<file path="src/hw/rtl/dhcp_reply_parser_top_assert.svh">
// Assertion macros shared by the parser modules.
`ifndef DHCP_REPLY_PARSER_TOP_ASSERT_SVH
`define DHCP_REPLY_PARSER_TOP_ASSERT_SVH

`ifndef SYNTHESIS

`define DHCP_ASSERT(lbl, clk, rst_n, expr) \
	lbl: assert property (@(posedge clk) disable iff (!rst_n) (expr)) \
		else $error("assertion failed");

`define DHCP_ASSERT_IMP(lbl, clk, rst_n, ante, cons) \
	lbl: assert property (@(posedge clk) disable iff (!rst_n) (ante) |-> (cons)) \
		else $error("assertion failed");

`define DHCP_ASSERT_NXT(lbl, clk, rst_n, ante, cons) \
	lbl: assert property (@(posedge clk) disable iff (!rst_n) (ante) |=> (cons)) \
		else $error("assertion failed");

`else

`define DHCP_ASSERT(lbl, clk, rst_n, expr)
`define DHCP_ASSERT_IMP(lbl, clk, rst_n, ante, cons)
`define DHCP_ASSERT_NXT(lbl, clk, rst_n, ante, cons)

`endif

`endif

</file>
<file path="src/hw/rtl/dhcp_pkg.sv">
package dhcp_pkg;

	localparam int HEADER_LEN = 240;
	localparam int OP_OFS = 0;
	localparam int XID_OFS = 4;
	localparam int YADDR_OFS = 16;
	localparam int COOKIE_OFS = HEADER_LEN - 4;

	localparam logic [7:0] BOOT_REPLY = 8'd2;
	localparam logic [31:0] MAGIC_COOKIE = 32'h6382_5363;

	localparam logic [7:0] OPT_PAD = 8'd0;
	localparam logic [7:0] OPT_END = 8'd255;
	localparam logic [7:0] OPT_MSG_TYPE = 8'd53;
	localparam logic [7:0] TYPE_NAK = 8'd6;

	localparam int NUM_WORDS = 6;
	localparam logic [7:0] WORD_CODES [NUM_WORDS] = '{8'd0, 8'd1, 8'd3, 8'd6, 8'd54, 8'd51};

	localparam int CFG_IDX_W = 2;
	localparam logic [CFG_IDX_W-1:0] CFG_EXPECTED_XID = 2'd0;
	localparam logic [CFG_IDX_W-1:0] CFG_WANTED_TYPE = 2'd1;
	localparam logic [7:0] WANTED_TYPE_RST = 8'd2;

	typedef enum logic [1:0] {
		ST_IGNORED = 2'd0,
		ST_ACCEPTED = 2'd1,
		ST_NAK = 2'd2,
		ST_ZERO_ADDR = 2'd3
	} status_t;

	typedef struct packed {
		logic [7:0] packet_byte;
		logic last_byte;
	} packet_beat_t;

	typedef struct packed {
		status_t status;
		logic [7:0] message_type;
		logic [31:0] your_addr;
		logic [31:0] subnet_mask;
		logic [31:0] router_addr;
		logic [31:0] dns_addr;
		logic [31:0] server_id;
		logic [31:0] lease_seconds;
	} reply_result_t;

	typedef struct packed {
		logic [7:0] data;
		logic last;
		logic hdr_err;
		logic is_yaddr;
		logic is_opt;
		logic long_enough;
	} class_beat_t;

	function automatic logic [7:0] byte_sel(input logic [31:0] word, input logic [1:0] idx);
		logic [7:0] b;
		case (idx)
			2'd0: b = word[31:24];
			2'd1: b = word[23:16];
			2'd2: b = word[15:8];
			default: b = word[7:0];
		endcase
		return b;
	endfunction

endpackage

</file>
<file path="src/hw/rtl/dhcp_front.sv">
module dhcp_front #(
	parameter int PACKET_CAP = 548
) (
	input logic clk,
	input logic arst_n,
	input logic accept,
	input dhcp_pkg::packet_beat_t packet_beat,
	input logic [31:0] expected_xid,
	output dhcp_pkg::class_beat_t beat
);

	localparam int OFS_W = $clog2(PACKET_CAP + 1);

	logic [OFS_W-1:0] offset_q;
	logic kept;
	logic [7:0] b;

	assign b = packet_beat.packet_byte;
	assign kept = offset_q < OFS_W'(PACKET_CAP);

	always_ff @(posedge clk or negedge arst_n) begin
		if (!arst_n) begin
			offset_q <= '0;
		end else if (accept) begin
			if (packet_beat.last_byte) begin
				offset_q <= '0;
			end else if (kept) begin
				offset_q <= offset_q + 1'b1;
			end
		end
	end

	always_comb begin
		beat = '0;
		beat.data = b;
		beat.last = packet_beat.last_byte;
		beat.long_enough = offset_q >= OFS_W'(dhcp_pkg::HEADER_LEN - 1);
		beat.is_opt = kept && (offset_q >= OFS_W'(dhcp_pkg::HEADER_LEN));
		beat.is_yaddr = (offset_q >= OFS_W'(dhcp_pkg::YADDR_OFS))
			&& (offset_q < OFS_W'(dhcp_pkg::YADDR_OFS + 4));
		if (offset_q == OFS_W'(dhcp_pkg::OP_OFS) && b != dhcp_pkg::BOOT_REPLY) begin
			beat.hdr_err = 1'b1;
		end
		if (offset_q >= OFS_W'(dhcp_pkg::XID_OFS) && offset_q < OFS_W'(dhcp_pkg::XID_OFS + 4)
			&& b != dhcp_pkg::byte_sel(expected_xid, offset_q[1:0])) begin
			beat.hdr_err = 1'b1;
		end
		if (offset_q >= OFS_W'(dhcp_pkg::COOKIE_OFS)
			&& offset_q < OFS_W'(dhcp_pkg::HEADER_LEN)
			&& b != dhcp_pkg::byte_sel(dhcp_pkg::MAGIC_COOKIE, offset_q[1:0])) begin
			beat.hdr_err = 1'b1;
		end
	end

endmodule

</file>
<file path="src/hw/rtl/dhcp_beat_fifo.sv">
`include "dhcp_reply_parser_top_assert.svh"

module dhcp_beat_fifo #(
	parameter int DEPTH = 4
) (
	input logic clk,
	input logic arst_n,
	input logic wr_en,
	input dhcp_pkg::class_beat_t wr_beat,
	output logic full,
	input logic rd_en,
	output logic avail,
	output dhcp_pkg::class_beat_t rd_beat
);

	localparam int PTR_W = (DEPTH > 1) ? $clog2(DEPTH) : 1;
	localparam int CNT_W = $clog2(DEPTH + 1);

	dhcp_pkg::class_beat_t slots_q [DEPTH];
	logic [PTR_W-1:0] wr_ptr_q;
	logic [PTR_W-1:0] rd_ptr_q;
	logic [CNT_W-1:0] count_q;
	logic do_wr;
	logic do_rd;

	assign full = count_q == CNT_W'(DEPTH);
	assign avail = count_q != '0;
	assign do_wr = wr_en && !full;
	assign do_rd = rd_en && avail;
	assign rd_beat = slots_q[rd_ptr_q];

	always_ff @(posedge clk or negedge arst_n) begin
		if (!arst_n) begin
			wr_ptr_q <= '0;
			rd_ptr_q <= '0;
			count_q <= '0;
		end else begin
			if (do_wr) begin
				wr_ptr_q <= (wr_ptr_q == PTR_W'(DEPTH - 1)) ? '0 : wr_ptr_q + 1'b1;
			end
			if (do_rd) begin
				rd_ptr_q <= (rd_ptr_q == PTR_W'(DEPTH - 1)) ? '0 : rd_ptr_q + 1'b1;
			end
			if (do_wr && !do_rd) begin
				count_q <= count_q + 1'b1;
			end else if (do_rd && !do_wr) begin
				count_q <= count_q - 1'b1;
			end
		end
	end

	always_ff @(posedge clk) begin
		if (do_wr) begin
			slots_q[wr_ptr_q] <= wr_beat;
		end
	end

	`DHCP_ASSERT(a_count_bound, clk, arst_n, count_q <= CNT_W'(DEPTH))
	`DHCP_ASSERT_NXT(a_count_up, clk, arst_n, do_wr && !do_rd, count_q == $past(count_q) + 1'b1)
	`DHCP_ASSERT_NXT(a_count_down, clk, arst_n, do_rd && !do_wr, count_q == $past(count_q) - 1'b1)
	`DHCP_ASSERT_IMP(a_ptr_match, clk, arst_n, count_q == '0 || full, wr_ptr_q == rd_ptr_q)

endmodule

</file>
<file path="src/hw/rtl/dhcp_back.sv">
`include "dhcp_reply_parser_top_assert.svh"

module dhcp_back (
	input logic clk,
	input logic arst_n,
	input logic avail,
	input dhcp_pkg::class_beat_t beat,
	output logic take,
	input logic [7:0] wanted_type,
	input logic pop,
	output logic empty,
	output dhcp_pkg::reply_result_t reply_result
);

	typedef enum logic [1:0] {
		PH_CODE,
		PH_LEN,
		PH_VALUE,
		PH_DONE
	} phase_t;

	phase_t phase_q, phase_n;
	logic [7:0] code_q, code_n;
	logic [7:0] left_q, left_n;
	logic [7:0] cnt_q, cnt_n;
	logic [31:0] shift_q, shift_n;
	logic [7:0] first_q, first_n;
	logic hg_q, hg_n;
	logic [31:0] words_q [dhcp_pkg::NUM_WORDS];
	logic [31:0] words_n [dhcp_pkg::NUM_WORDS];
	logic [7:0] ctype_q, ctype_n;
	logic [dhcp_pkg::NUM_WORDS-1:0] flags_q, flags_n;
	logic out_valid_q;
	dhcp_pkg::reply_result_t out_q, result;
	logic [7:0] t;
	logic [7:0] b;
	logic last_take;
	logic mid_take;
	logic ign_out;
	logic blank_out;

	assign b = beat.data;
	assign take = avail && (!beat.last || !out_valid_q || pop);
	assign empty = !out_valid_q;
	assign reply_result = out_q;
	assign last_take = take && beat.last;
	assign mid_take = take && !beat.last;
	assign ign_out = out_valid_q && out_q.status == dhcp_pkg::ST_IGNORED;
	assign blank_out = out_q.message_type == 8'd0 && out_q.your_addr == 32'd0;

	always_comb begin
		phase_n = phase_q;
		code_n = code_q;
		left_n = left_q;
		cnt_n = cnt_q;
		shift_n = shift_q;
		first_n = first_q;
		hg_n = hg_q & ~beat.hdr_err;
		words_n = words_q;
		ctype_n = ctype_q;
		flags_n = flags_q;
		if (beat.is_yaddr) begin
			words_n[0] = {words_q[0][23:0], b};
		end
		if (beat.is_opt) begin
			case (phase_q)
				PH_CODE: begin
					if (b == dhcp_pkg::OPT_END) begin
						phase_n = PH_DONE;
					end else if (b != dhcp_pkg::OPT_PAD) begin
						code_n = b;
						phase_n = PH_LEN;
					end
				end
				PH_LEN: begin
					left_n = b;
					cnt_n = '0;
					shift_n = '0;
					phase_n = (b == 8'd0) ? PH_CODE : PH_VALUE;
				end
				PH_VALUE: begin
					if (cnt_q < 8'd4) begin
						shift_n = {shift_q[23:0], b};
					end
					if (cnt_q == 8'd0) begin
						first_n = b;
					end
					cnt_n = cnt_q + 8'd1;
					left_n = left_q - 8'd1;
					if (left_q == 8'd1) begin
						phase_n = PH_CODE;
						if (code_q == dhcp_pkg::OPT_MSG_TYPE && !flags_q[0]) begin
							ctype_n = first_n;
							flags_n[0] = 1'b1;
						end
						if (cnt_n == 8'd4) begin
							for (int k = 1; k < dhcp_pkg::NUM_WORDS; k++) begin
								if (code_q == dhcp_pkg::WORD_CODES[k] && !flags_q[k]) begin
									words_n[k] = shift_n;
									flags_n[k] = 1'b1;
								end
							end
						end
					end
				end
				default: begin
				end
			endcase
		end
	end

	always_comb begin
		t = flags_n[0] ? ctype_n : 8'd0;
		result = '0;
		result.status = dhcp_pkg::ST_IGNORED;
		if (beat.long_enough && hg_n) begin
			if (t == wanted_type) begin
				result.status = (words_n[0] != 32'd0) ? dhcp_pkg::ST_ACCEPTED
					: dhcp_pkg::ST_ZERO_ADDR;
			end else if (t == dhcp_pkg::TYPE_NAK) begin
				result.status = dhcp_pkg::ST_NAK;
			end
		end
		if (result.status != dhcp_pkg::ST_IGNORED) begin
			result.message_type = t;
			result.your_addr = words_n[0];
			result.subnet_mask = words_n[1];
			result.router_addr = words_n[2];
			result.dns_addr = words_n[3];
			result.server_id = words_n[4];
			result.lease_seconds = words_n[5];
		end
	end

	always_ff @(posedge clk or negedge arst_n) begin
		if (!arst_n) begin
			phase_q <= PH_CODE;
			code_q <= '0;
			left_q <= '0;
			cnt_q <= '0;
			shift_q <= '0;
			first_q <= '0;
			hg_q <= 1'b1;
			for (int k = 0; k < dhcp_pkg::NUM_WORDS; k++) begin
				words_q[k] <= '0;
			end
			ctype_q <= '0;
			flags_q <= '0;
			out_valid_q <= 1'b0;
			out_q <= '0;
		end else begin
			if (last_take) begin
				phase_q <= PH_CODE;
				code_q <= '0;
				left_q <= '0;
				cnt_q <= '0;
				shift_q <= '0;
				first_q <= '0;
				hg_q <= 1'b1;
				for (int k = 0; k < dhcp_pkg::NUM_WORDS; k++) begin
					words_q[k] <= '0;
				end
				ctype_q <= '0;
				flags_q <= '0;
				out_valid_q <= 1'b1;
				out_q <= result;
			end else begin
				if (pop && out_valid_q) begin
					out_valid_q <= 1'b0;
				end
				if (take) begin
					phase_q <= phase_n;
					code_q <= code_n;
					left_q <= left_n;
					cnt_q <= cnt_n;
					shift_q <= shift_n;
					first_q <= first_n;
					hg_q <= hg_n;
					words_q <= words_n;
					ctype_q <= ctype_n;
					flags_q <= flags_n;
				end
			end
		end
	end

	`DHCP_ASSERT_NXT(a_last_fills, clk, arst_n, last_take, out_valid_q && flags_q == '0 && hg_q)
	`DHCP_ASSERT_IMP(a_ignored_blank, clk, arst_n, ign_out, blank_out)
	`DHCP_ASSERT_NXT(a_done_holds, clk, arst_n, mid_take && phase_q == PH_DONE, phase_q == PH_DONE)
	`DHCP_ASSERT_IMP(a_type_flag, clk, arst_n, !flags_q[0], ctype_q == 8'd0)

endmodule

</file>
<file path="src/hw/rtl/dhcp_reply_parser_top.sv">
// DHCPv4 reply parser.
// Input channel: one packet byte per beat (packet_beat), with last_byte set on
// the final byte of a reply. A beat is taken on a clock edge with push high
// and full low. Up to one byte per cycle is accepted while full stays low.
// Result channel: one reply_result per packet, presented while empty is low
// and taken on an edge with pop high. The result of a packet is registered
// in the result slot once the back stage takes its last byte from the queue.
// A front stage tags each byte by its offset and checks op, xid and cookie;
// a beat queue of DEPTH entries feeds the back stage, which walks the options
// and builds the result. While a result waits to be popped, bytes of the next
// packet keep flowing; the back stage holds only at the next last byte, and
// the input reports full once the queue fills up.
// Configuration: cfg_wr_en writes cfg_data to register cfg_index
// (0 expected xid, 1 wanted message type); other indexes are
// dropped. Write only while no packet is in flight.
// Reset (arst_n low) empties the queue and result slot and returns the
// registers to xid 0 and wanted type 2.
module dhcp_reply_parser_top #(
	parameter int PACKET_CAP = 548,
	parameter int DEPTH = 4
) (
	input logic clk,
	input logic arst_n,
	input logic push,
	output logic full,
	input dhcp_pkg::packet_beat_t packet_beat,
	output logic empty,
	input logic pop,
	output dhcp_pkg::reply_result_t reply_result,
	input logic cfg_wr_en,
	input logic [dhcp_pkg::CFG_IDX_W-1:0] cfg_index,
	input logic [31:0] cfg_data
);

	logic [31:0] expected_xid_q;
	logic [7:0] wanted_type_q;
	logic accept;
	logic avail;
	logic take;
	dhcp_pkg::class_beat_t front_beat;
	dhcp_pkg::class_beat_t back_beat;

	assign accept = push && !full;

	always_ff @(posedge clk or negedge arst_n) begin
		if (!arst_n) begin
			expected_xid_q <= '0;
			wanted_type_q <= dhcp_pkg::WANTED_TYPE_RST;
		end else if (cfg_wr_en) begin
			case (cfg_index)
				dhcp_pkg::CFG_EXPECTED_XID: expected_xid_q <= cfg_data;
				dhcp_pkg::CFG_WANTED_TYPE: wanted_type_q <= cfg_data[7:0];
				default: begin
				end
			endcase
		end
	end

	dhcp_front #(
		.PACKET_CAP(PACKET_CAP)
	) u_front (
		.clk(clk),
		.arst_n(arst_n),
		.accept(accept),
		.packet_beat(packet_beat),
		.expected_xid(expected_xid_q),
		.beat(front_beat)
	);

	dhcp_beat_fifo #(
		.DEPTH(DEPTH)
	) u_fifo (
		.clk(clk),
		.arst_n(arst_n),
		.wr_en(push),
		.wr_beat(front_beat),
		.full(full),
		.rd_en(take),
		.avail(avail),
		.rd_beat(back_beat)
	);

	dhcp_back u_back (
		.clk(clk),
		.arst_n(arst_n),
		.avail(avail),
		.beat(back_beat),
		.take(take),
		.wanted_type(wanted_type_q),
		.pop(pop),
		.empty(empty),
		.reply_result(reply_result)
	);

endmodule
</file>
<file path="config.mk">
export PLATFORM = sky130hd
export DESIGN_NAME = dhcp_reply_parser_top
export DESIGN_NICKNAME = d
export VERILOG_FILES = /design/src/hw/rtl/dhcp_pkg.sv /design/src/hw/rtl/dhcp_front.sv /design/src/hw/rtl/dhcp_beat_fifo.sv /design/src/hw/rtl/dhcp_back.sv /design/src/hw/rtl/dhcp_reply_parser_top.sv
export VERILOG_INCLUDE_DIRS = /design/src /design/src/hw/rtl
export SDC_FILE = /design/constraint.sdc
export NUM_CORES = 1
export LEC_CHECK = 0
export BUFFER_PORTS_ARGS = -buffer_cell sky130_fd_sc_hd__buf_4
export CORE_AREA = 10 10 182 269
export CTS_CLUSTER_DIAMETER = 50
export DETAILED_ROUTE_END_ITERATION = 8
export DIE_AREA = 0 0 192 279
export PLACE_DENSITY = 0.79
export REMOVE_ABC_BUFFERS = 1
export SYNTH_ARGS = -nofsm -noshare
export SYNTH_HDL_FRONTEND = slang
export SYNTH_HIERARCHICAL = 1
export SYNTH_SLANG_ARGS = --single-unit
</file>
<file path="constraint.sdc">
create_clock -name clk -period 4.6 [get_ports clk]
set_clock_uncertainty 0.1 [all_clocks]
set_input_delay 0 -clock clk [delete_from_list [all_inputs] [get_ports clk]]
set_output_delay 0 -clock clk [all_outputs]
set_load 0.01 [all_outputs]
</file>
# Yosys cells after proc, flatten, opt, wreduce, memory -nomap -nowiden
# Memories as Yosys holds them, arrays and structs flattened.
# Index checks and enable logic that the tools add are counted.
[word_totals]
memories = 1
word_cells = 238
mem_bits_ro = 0
ramBits = 52
ff_bits = 533
input_bits = 48
latch_bits = 0
[mem_list]
columns = ["name", "words", "width", "rd", "rd_clocked_by_memory_dff", "wr", "line_no", "rtl"]
rows = [
  ["u_fifo.slots_q", 4, 13, 1, 0, 1, "dhcp_beat_fifo.sv:19", "dhcp_pkg::class_beat_t slots_q [DEPTH];"],
]
[classes]
add_sub_neg = 7
n_shift = 0
multipliers = 0
n_div = 0
order_cmp = 10
muxes = 85
n_reduce_logical = 73
bitwise = 2
n_eq_ne = 25
[ops]
columns = ["operator", "n"]
rows = [
  ["2-to-1 mux 160 bit", 4],
  ["2-to-1 mux 192 bit", 2],
  ["2-to-1 mux 32 bit", 10],
  ["2-to-1 mux 200 bit", 1],
  ["2-to-1 mux 8 bit", 24],
  ["one-hot mux 32 bit (2 select lines)", 1],
  ["one-hot mux 8 bit (2 select lines)", 3],
  ["nonzero test 2 bit", 16],
  ["nonzero test 32 bit", 1],
  ["greater-or-equal comparator 10 x 8 -> 1 bit (second input constant)", 3],
  ["2-to-1 mux 6 bit", 5],
  ["AND reduction 6 bit", 5],
  ["2-to-1 mux 2 bit", 13],
  ["equality test 8 x 3 -> 1 bit (second input constant)", 3],
  ["equality test 8 x 6 -> 1 bit (second input constant)", 3],
  ["one-hot mux 8 bit (3 select lines)", 1],
  ["logical AND 1 bit", 21],
  ["2-to-1 mux 10 bit", 2],
  ["equality test 8 x 1 -> 1 bit (second input constant)", 2],
  ["logical NOT 8 bit", 2],
  ["inequality test 8 bit", 2],
  ["2-to-1 mux 1 bit", 15],
  ["logical NOT 1 bit", 11],
  ["adder 10 x 1 -> 10 bit (second input constant)", 1],
  ["other kinds (36)", 51],
]

# Depth between registers and ports, before layout
# Gate-level depths: netlist of the first run.
[depth]
depth_word = 14
depth_mapped = 15
mapped_depth_nobuf = 11

# Modules after synthesis
# The synthesis of the first run kept the hierarchy.
[modules_own_cells]
columns = ["mod", "area_per_inst_um2", "cells_per_inst", "n_inst"]
rows = [
  ["dhcp_back", 20698.6, 2225, 1],
  ["dhcp_beat_fifo", 2341.0, 105, 1],
  ["dhcp_reply_parser_top", 1522.7, 86, 1],
  ["dhcp_front", 1112.3, 140, 1],
]

# Least setup slack after synthesis of the first run
# No wires, ideal clock.
[synth_timing]
kind = "register to register"
startpoint = "reg u_fifo.rd_ptr_q[0]"
endpoint = "reg u_back.out_q (netlist bit u_back/reply_result[185])"
t_arrival_ps = 3321
path_buffers = 4
setup_time_ps = 125
path_stages_with_launch = 14
path_slack_ps = 1054
cell_sequence = "dfrtp_1 -> buf_6 -> buf_6 -> mux4_2 -> nand4bb_1 -> or4_4 -> or2_1 -> o21ai_0 -> nand2_1 -> o221a_2 -> a32oi_2 -> buf_2 -> buf_6 -> o21ai_1"
[synth_rtl]
columns = ["element", "line_no", "rtl"]
rows = [
  ["start, declared", "dhcp_beat_fifo.sv:21", "logic [PTR_W-1:0] rd_ptr_q;"],
  ["start signal, assigned", "dhcp_beat_fifo.sv:42", "rd_ptr_q <= (rd_ptr_q == PTR_W'(DEPTH - 1)) ? '0 : rd_ptr_q + 1'b1;"],
  ["end signal, assigned", "dhcp_back.sv:166", "out_q <= result;"],
  ["end, declared", "dhcp_back.sv:34", "dhcp_pkg::reply_result_t out_q, result;"],
]

==> results by group, run 1 <==
Status
  • Run status: complete, no violations

Final layout
  • Signed area change from the synthesized netlist to the final layout: 19.19%
  • Most frequent standard cell in the layout excluding fill and tap cells: dfrtp_1
  • Fraction of layout cells with a size suffix above 1: 17.09%
  • Fin area: 0.03060 mm²
  • Top library cells by usage in the layout, fill and taps aside: dfrtp_1, nand2_1, o21ai_0
  • Count of antenna diodes in the layout: 0
  • NumNets Final: 2857

Worst setup path
  • Worst Setup Path Type: flip-flop to flip-flop
  • Buffers & Inverters on Critical Path: 1
  • Crit path max-delay cell type: or4_4
  • Required time of the critical path: 4960 ps
  • Crit end category: flip-flop
  • Largest fanout of any net on the critical path: 67
  • Peak per-stage delay on the critical path: 610 ps
  • Arrival time of data at the critical path endpoint: 4310 ps
  • Ordered list of cells on the worst path: mux4_2, nand4bb_1, or4_4, or2_1, o21ai_0, nand2_1, o221a_2, a32oi_4, buf_12, o21ai_1
  • Gate family responsible for the most delay along the worst path: compound AO/OA/AOI/OAI gates
  • Startpoint Class: flip-flop

STA
  • Final hold violations: 0
  • Final count of negative-setup-slack endpoints: 0
  • Unrepaired setup endpoints after global routing: false
  • Worst-margin pin slew: 1331 ps
  • Final clock period utilization by the worst path: 85.83%
  • Total count of max-transition violations in the final report: 0
  • Maximum clock frequency: 253.3 MHz
  • Min cycle time layout: 3948 ps
  • Max transition margin: 10.95%

Yosys
  • Largest family of logic cells by synthesized area: compound AO/OA/AOI/OAI gates
  • Leading cell types by total area after synthesis: dfrtp_1, nand2_1, edfxtp_1, o21ai_0, mux2i_1
  • Share of the yosys chip area belonging to registers: 58.04%
  • Compound-cell area share of the yosys netlist: 14.64%
  • Number of flops mapped to enable cells by yosys: 52
  • Leading area contributor after synthesis: dfrtp_1
  • Top cell type's share of synthesized area: 51.75%
  • Simple logic cell fraction of the synthesized area: 13.12%
  • Share of the synthesized netlist area taken by xor and xnor gates: 0.6481%
  • Synthesized area per cell: 10.04 µm²
  • Async set-or-reset flop fraction in the synthesized netlist: 91.11%
  • Top FF cell, synth: dfrtp_1
  • Synthesized flop and latch total: 585
  • Number of library cell types mapped by synthesis: 79
  • Total standard cell area after synthesis: 0.02567 mm²
  • Mux share of post-synthesis cell area: 8.007%
  • Gate count of the mapped netlist: 2556
  • Synth Area in Adders: 1.053%
  • Yosys warnings: 6

Floorplan
  • Die Height: 279 µm
  • Initial core utilization: 58.52%
  • Core Footprint: 0.04387 mm²
  • Die area: 0.05357 mm²
  • Width of the die: 192 µm
  • Number of placement rows: 94
  • Number of top-level design ports: 252

Route
  • Per-cell via count in the routed design: 5.991
  • Final routed wire length divided by cell count: 21.30 µm
  • Number of routed nets with antenna violations: 0
  • Total detailed-routing wirelength: 72600 µm
  • Number of design-rule violations left by the first detailed-router iteration: 2063
  • Detailed-route DRC error count: 0
  • Via count of the routed design: 20420
  • DRT Pass-1 Iters: 6

Placement
  • Final weighted congestion in routability-driven placement: 0.9063
  • Total of buffers placed on input and output ports: 251
  • Sum of net half-perimeters after detailed placement: 45050 µm
  • DP Area: 0.02790 mm²

Power and ir drop
  • Power consumption: 0.01513 W
  • Pleak: 13.48 nW
  • Worst vdd ir: 0.7194 mV
  • Pwr dens: 494.3 mW/mm²

Clocking
  • Clock Sinks: 585
  • Clock Tree Root: clkbuf_16
  • Number of buffers on the longest clock path: 3
  • Clock slew at the register clock pins of the worst setup and hold paths: 70 ps
  • Count of instances resized after the clock tree is built: 0
  • Latest clock arrival within the worst-skew pair: 620 ps
  • CTS tree: yes
  • Number of clock buffers inserted by TritonCTS: 54
  • H-tree levels: 2

GRT
  • First-pass GRT wire length: 114300 µm
  • Pin count of the biggest net entering global routing: 209
  • Via count of the first global-routing pass: 20500
  • Initial antenna violation count: 0
  • GRT Residual Overflow: 0
  • Global Route Usage Sum: 26.56%

Run
  • Maxcap violations: 0

Hold path
  • Class of the tightest hold or removal check: input pin to flip-flop
logic make-up after synthesis:
logic type | Yosys count
AND/OR/NAND/NOR | 795
buffers and inverters | 261
multiplexers | 182
flip-flops | 585
AO/OA/AOI/OAI | 693
adder cells (fa/ha/maj) | 21
XOR/XNOR | 19
tightest hold or removal path, stage by stage:
cell,delay [ps]
dlygate4sd3_1,530
buf_4,120
o21ai_0,70
sequential cells by signal (all words and copies together), names as in the netlist, 2 cells and up:
register,cells
expected_xid_q,32
u_back/cnt_q,8
u_back/code_q,8
u_back/ctype_q,8
u_back/first_q,8
u_back/flags_q,6
u_back/left_q,8
u_back/phase_q,2
u_back/reply_result,202
u_back/shift_q,32
u_back/words_q,192
u_fifo/count_q,3
u_fifo/rd_ptr_q,2
u_fifo/slots_q,52
u_fifo/wr_ptr_q,2
u_front/offset_q,10
wanted_type_q,8
area by class of cell:
cell class | count | area, µm²
clock buffer | 67 | 1493
sequential | 585 | 14900
clock inverter | 33 | 444.2
inverter | 68 | 255.2
tap | 576 | 720.7
fill | 3073 | 13270
multi-input combinational | 1710 | 9724
timing repair buffer | 369 | 3063
metrics by stage:
step	util, %	setup slack (ps)	setup TNS (ps)	std cells	hold WS (ps)
finish	69.76	651.6	0	3408	60.26
floorplan	-	-7546	-1579760	2363	-395.6
global route	69.76	481.8	0	3408	64.79
global placement	63.61	761.0	0	3233	-21.79
detailed placement	63.61	692.8	0	3233	-17.53
CTS	69.76	669.9	0	3408	34.49
metal layers:
layer	wire length, µm	global-route usage, %
met5	0	0
met4	3495	12.36
met3	5074	4.043
met2	37630	47.07
met1	26400	30.84
repair_timing:
item,in CTS,in global routing
hold buffers,75,0
hold endpoints to repair,226,0
buffers inserted,0,0
power breakdown:
group,switching [W],internal (W)
sequential,0.000291,0.00559
clock,0.00204,0.00283
combinational,0.00315,0.00123
path summary, 6_finish.rpt:
check                              startpoint                       end  slack (ps)  cells after the start
hold reg to reg                   u_back/hg_q               u_back/hg_q         370                      2
min in group asynchronous              arst_n         u_back/flags_q[1]         430                      3
setup reg to reg           u_fifo/rd_ptr_q[0]  u_back/reply_result[176]         650                     10
max in group asynchronous              arst_n       u_back/words_q[133]        2850                      4
setup / recovery           u_fifo/rd_ptr_q[0]  u_back/reply_result[176]         650                     10
hold / removal                            pop        u_back/out_valid_q          60                      3
cells in the mapped netlist, types with 16 or more instances:
master	count
ha_1	20
o31ai_1	33
o21ai_1	157
dfrtp_1	531
inv_1	68
nand2_1	501
nor3_1	16
nor2_1	179
nand4_1	23
clkbuf_1	149
o21ai_0	297
buf_4	19
mux2i_1	118
a21oi_1	145
mux2_2	47
edfxtp_1	52
No activity file was read; power rests on OpenSTA's default activity.
==> run 2, diff against run 1 <==
CORE_AREA = 10 10 220 222   (was 10 10 182 269)
DIE_AREA = 0 0 230 232   (was 0 0 192 279)
==> results by group, run 2 (synthesized netlist as in run 1, its figures left out) <==
Status
  • Run status: complete, no violations

Run
  • Maxcap violations: 0 (unchanged)

Placement
  • Total instance count after detailed placement: 3237 (+0.12%)
  • Final weighted congestion in routability-driven placement: 0.9009 (-0.60%)
  • Total of buffers placed on input and output ports: 251 (unchanged)
  • DP Area: 0.02783 mm² (-0.25%)
  • Sum of net half-perimeters after detailed placement: 43860 µm (-2.7%)

Route
  • DRT Pass-1 Iters: 6 (unchanged)
  • Final routed wire length divided by cell count: 20.51 µm (-3.7%)
  • Number of design-rule violations left by the first detailed-router iteration: 2374 (+15%)
  • Total detailed-routing wirelength: 70060 µm (-3.5%)
  • Per-cell via count in the routed design: 5.902 (-1.5%)
  • Via count of the routed design: 20160 (-1.3%)
  • Detailed-route DRC error count: 0 (unchanged)
  • Number of routed nets with antenna violations: 0 (unchanged)

Clocking
  • Number of buffers on the longest clock path: 3 (unchanged)
  • Setup Buffers After CTS: 0 (unchanged)
  • Clock Tree Root: clkbuf_16
  • Clock slew at the register clock pins of the worst setup and hold paths: 60 ps (about the same)
  • Number of clock buffers inserted by TritonCTS: 59 (+9.3%)
  • Clock Sinks: 585 (unchanged)
  • H-tree levels: 2 (unchanged)
  • Latest clock arrival within the worst-skew pair: 630 ps (about the same)
  • CTS tree: yes

Final layout
  • Flip-flop count of the largest register after layout: 202 (unchanged)
  • Count of antenna diodes in the layout: 0 (unchanged)
  • Signed area change from the synthesized netlist to the final layout: 19.13% (about the same)
  • Final non-filler cell total: 3416 (+0.23%)
  • Fill cells: 3186 (+3.7%)
  • Share of the core filled with cells: 69.62% (-0.14 points)
  • Fraction of layout cells with a size suffix above 1: 16.86% (-0.23 points)
  • Top library cells by usage in the layout, fill and taps aside: dfrtp_1, nand2_1, o21ai_0
  • Fin area: 0.03059 mm² (about the same)
  • Area occupied by multi-input gates: 0.009724 mm² (unchanged)
  • NumNets Final: 2846 (-0.39%)
  • Most frequent standard cell in the layout excluding fill and tap cells: dfrtp_1
  • Seq. cell area: 0.01490 mm² (unchanged)

Power and ir drop
  • Worst vdd ir: 0.7016 mV (-2.5%)
  • Pleak: 13.47 nW (about the same)
  • Pwr dens: 496.0 mW/mm² (+0.33%)

GRT
  • Via count of the first global-routing pass: 20060 (-2.1%)
  • Initial antenna violation count: 0 (unchanged)
  • GRT Residual Overflow: 0 (unchanged)
  • First-pass GRT wire length: 111600 µm (-2.3%)
  • Pin count of the biggest net entering global routing: 209 (unchanged)
  • Global Route Usage Sum: 25.76% (-0.80 points)

Worst setup path
  • Arrival time of data at the critical path endpoint: 4620 ps (+310 ps)
  • Startpoint Class: flip-flop
  • Worst Setup Path Type: flip-flop to flip-flop
  • Largest fanout of any net on the critical path: 120 (+79%)
  • Crit end category: flip-flop
  • Required time of the critical path: 4970 ps (about the same)

STA
  • Final count of negative-setup-slack endpoints: 0 (unchanged)
  • Final hold violations: 0 (unchanged)
  • Maximum clock frequency: 235.3 MHz (-7.1%)
  • Total count of max-transition violations in the final report: 0 (unchanged)
  • Max transition margin: 16.66% (+5.7 points)
  • Unrepaired setup endpoints after global routing: false
  • Min cycle time layout: 4250 ps (+301.5 ps)
  • Final clock period utilization by the worst path: 92.39% (+6.6 points)
  • Post-Route Hold Slack: 24.73 ps (-35.54 ps)
  • Fin Setup TNS: 0 ps (unchanged)
  • Worst-margin pin slew: 1245 ps (-85.35 ps)

Hold path
  • Class of the tightest hold or removal check: input pin to async pin

Floorplan
  • Core Footprint: 0.04393 mm² (+0.14%)
  • Die area: 0.05336 mm² (-0.39%)
  • Die Height: 232 µm (-17%)
  • Number of placement rows: 77 (-18%)
  • Number of top-level design ports: 252 (unchanged)
  • Width of the die: 230 µm (+20%)
  • Initial core utilization: 58.44% (-0.083 points)
-- run 2: changes by cell type in the layout (fill, tap and decap cells not counted), moves of 4 or more --
cell,previous run,this run
clkbuf_8,5,19
clkbuf_16,56,63
buf_4,286,274
bufinv_16,9,2
clkbuf_1,6,10
-- run 2: timing repair --
| item | 4_1_cts | 5_1_grt |
|---|---|---|
| hold buffers | 71 | 0 |
| hold endpoints to repair | 232 | 0 |
| resized for setup | 0 | 0 |
-- run 2: area by class of cell --
cell class / instances / share of cell area [%]
clock buffer: 92 / 6.132
clock inverter: 16 / 0.5400
inverter: 68 / 0.8345
multi-input combinational: 1710 / 31.79
sequential: 585 / 48.72
tap: 592 / 2.422
timing repair buffer: 353 / 9.556
-- run 2: worst paths after layout --
path	start	endpoint	slack [ps]	cells after the start
worst max-delay path	u_back/phase_q[0]	u_back/reply_result[24]	350	11
worst min-delay path	arst_n	u_back/reply_result[16]	20	2
worst max register to register	u_back/phase_q[0]	u_back/reply_result[24]	350	11
worst min register to register	u_back/words_q[190]	u_back/words_q[190]	380	2
max in group asynchronous	arst_n	u_back/words_q[38]	3210	3
min in group clk	packet_beat[5]	u_fifo/slots_q[0][9]	80	2
-- run 2: through the flow --
step	power [W]	worst slack [ps]
after floorplan	0.008385	-7546
after CTS	0.01514	424.6
after global routing	0.01578	123.1
after global placement	0.009991	555.5
after detailed placement	0.01013	452.4
final	0.01517	350.1
-- run 2: metal layers --
metal	vias to the layer above	global-route usage (%)	part of all wire, %
met5	-	0	0
met4	0	9.044	2.9
met1	9942	33.11	40
met2	871	43.72	50
met3	142	4.153	7.3
li1	9206	-	-
-- run 2: power by group --
part	internal, W	leakage [nW]	switching [W]	total [W]
clock network	0.00292	1.01	0.00202	0.00494
registers	0.00559	7.80	0.000288	0.00588
logic	0.00123	4.66	0.00312	0.00435
-- run 2: worst max-delay path, cell delays in order, from the launching register on --
cell and delay (ps):
dfrtp_1 410, inv_1 100, ha_1 600, nand4bb_1 210, or4_4 620, or2_1 320, o21ai_0 250, nand2_1 110
o221a_2 310, a32oi_4 320, buf_12 370, o21ai_0 210
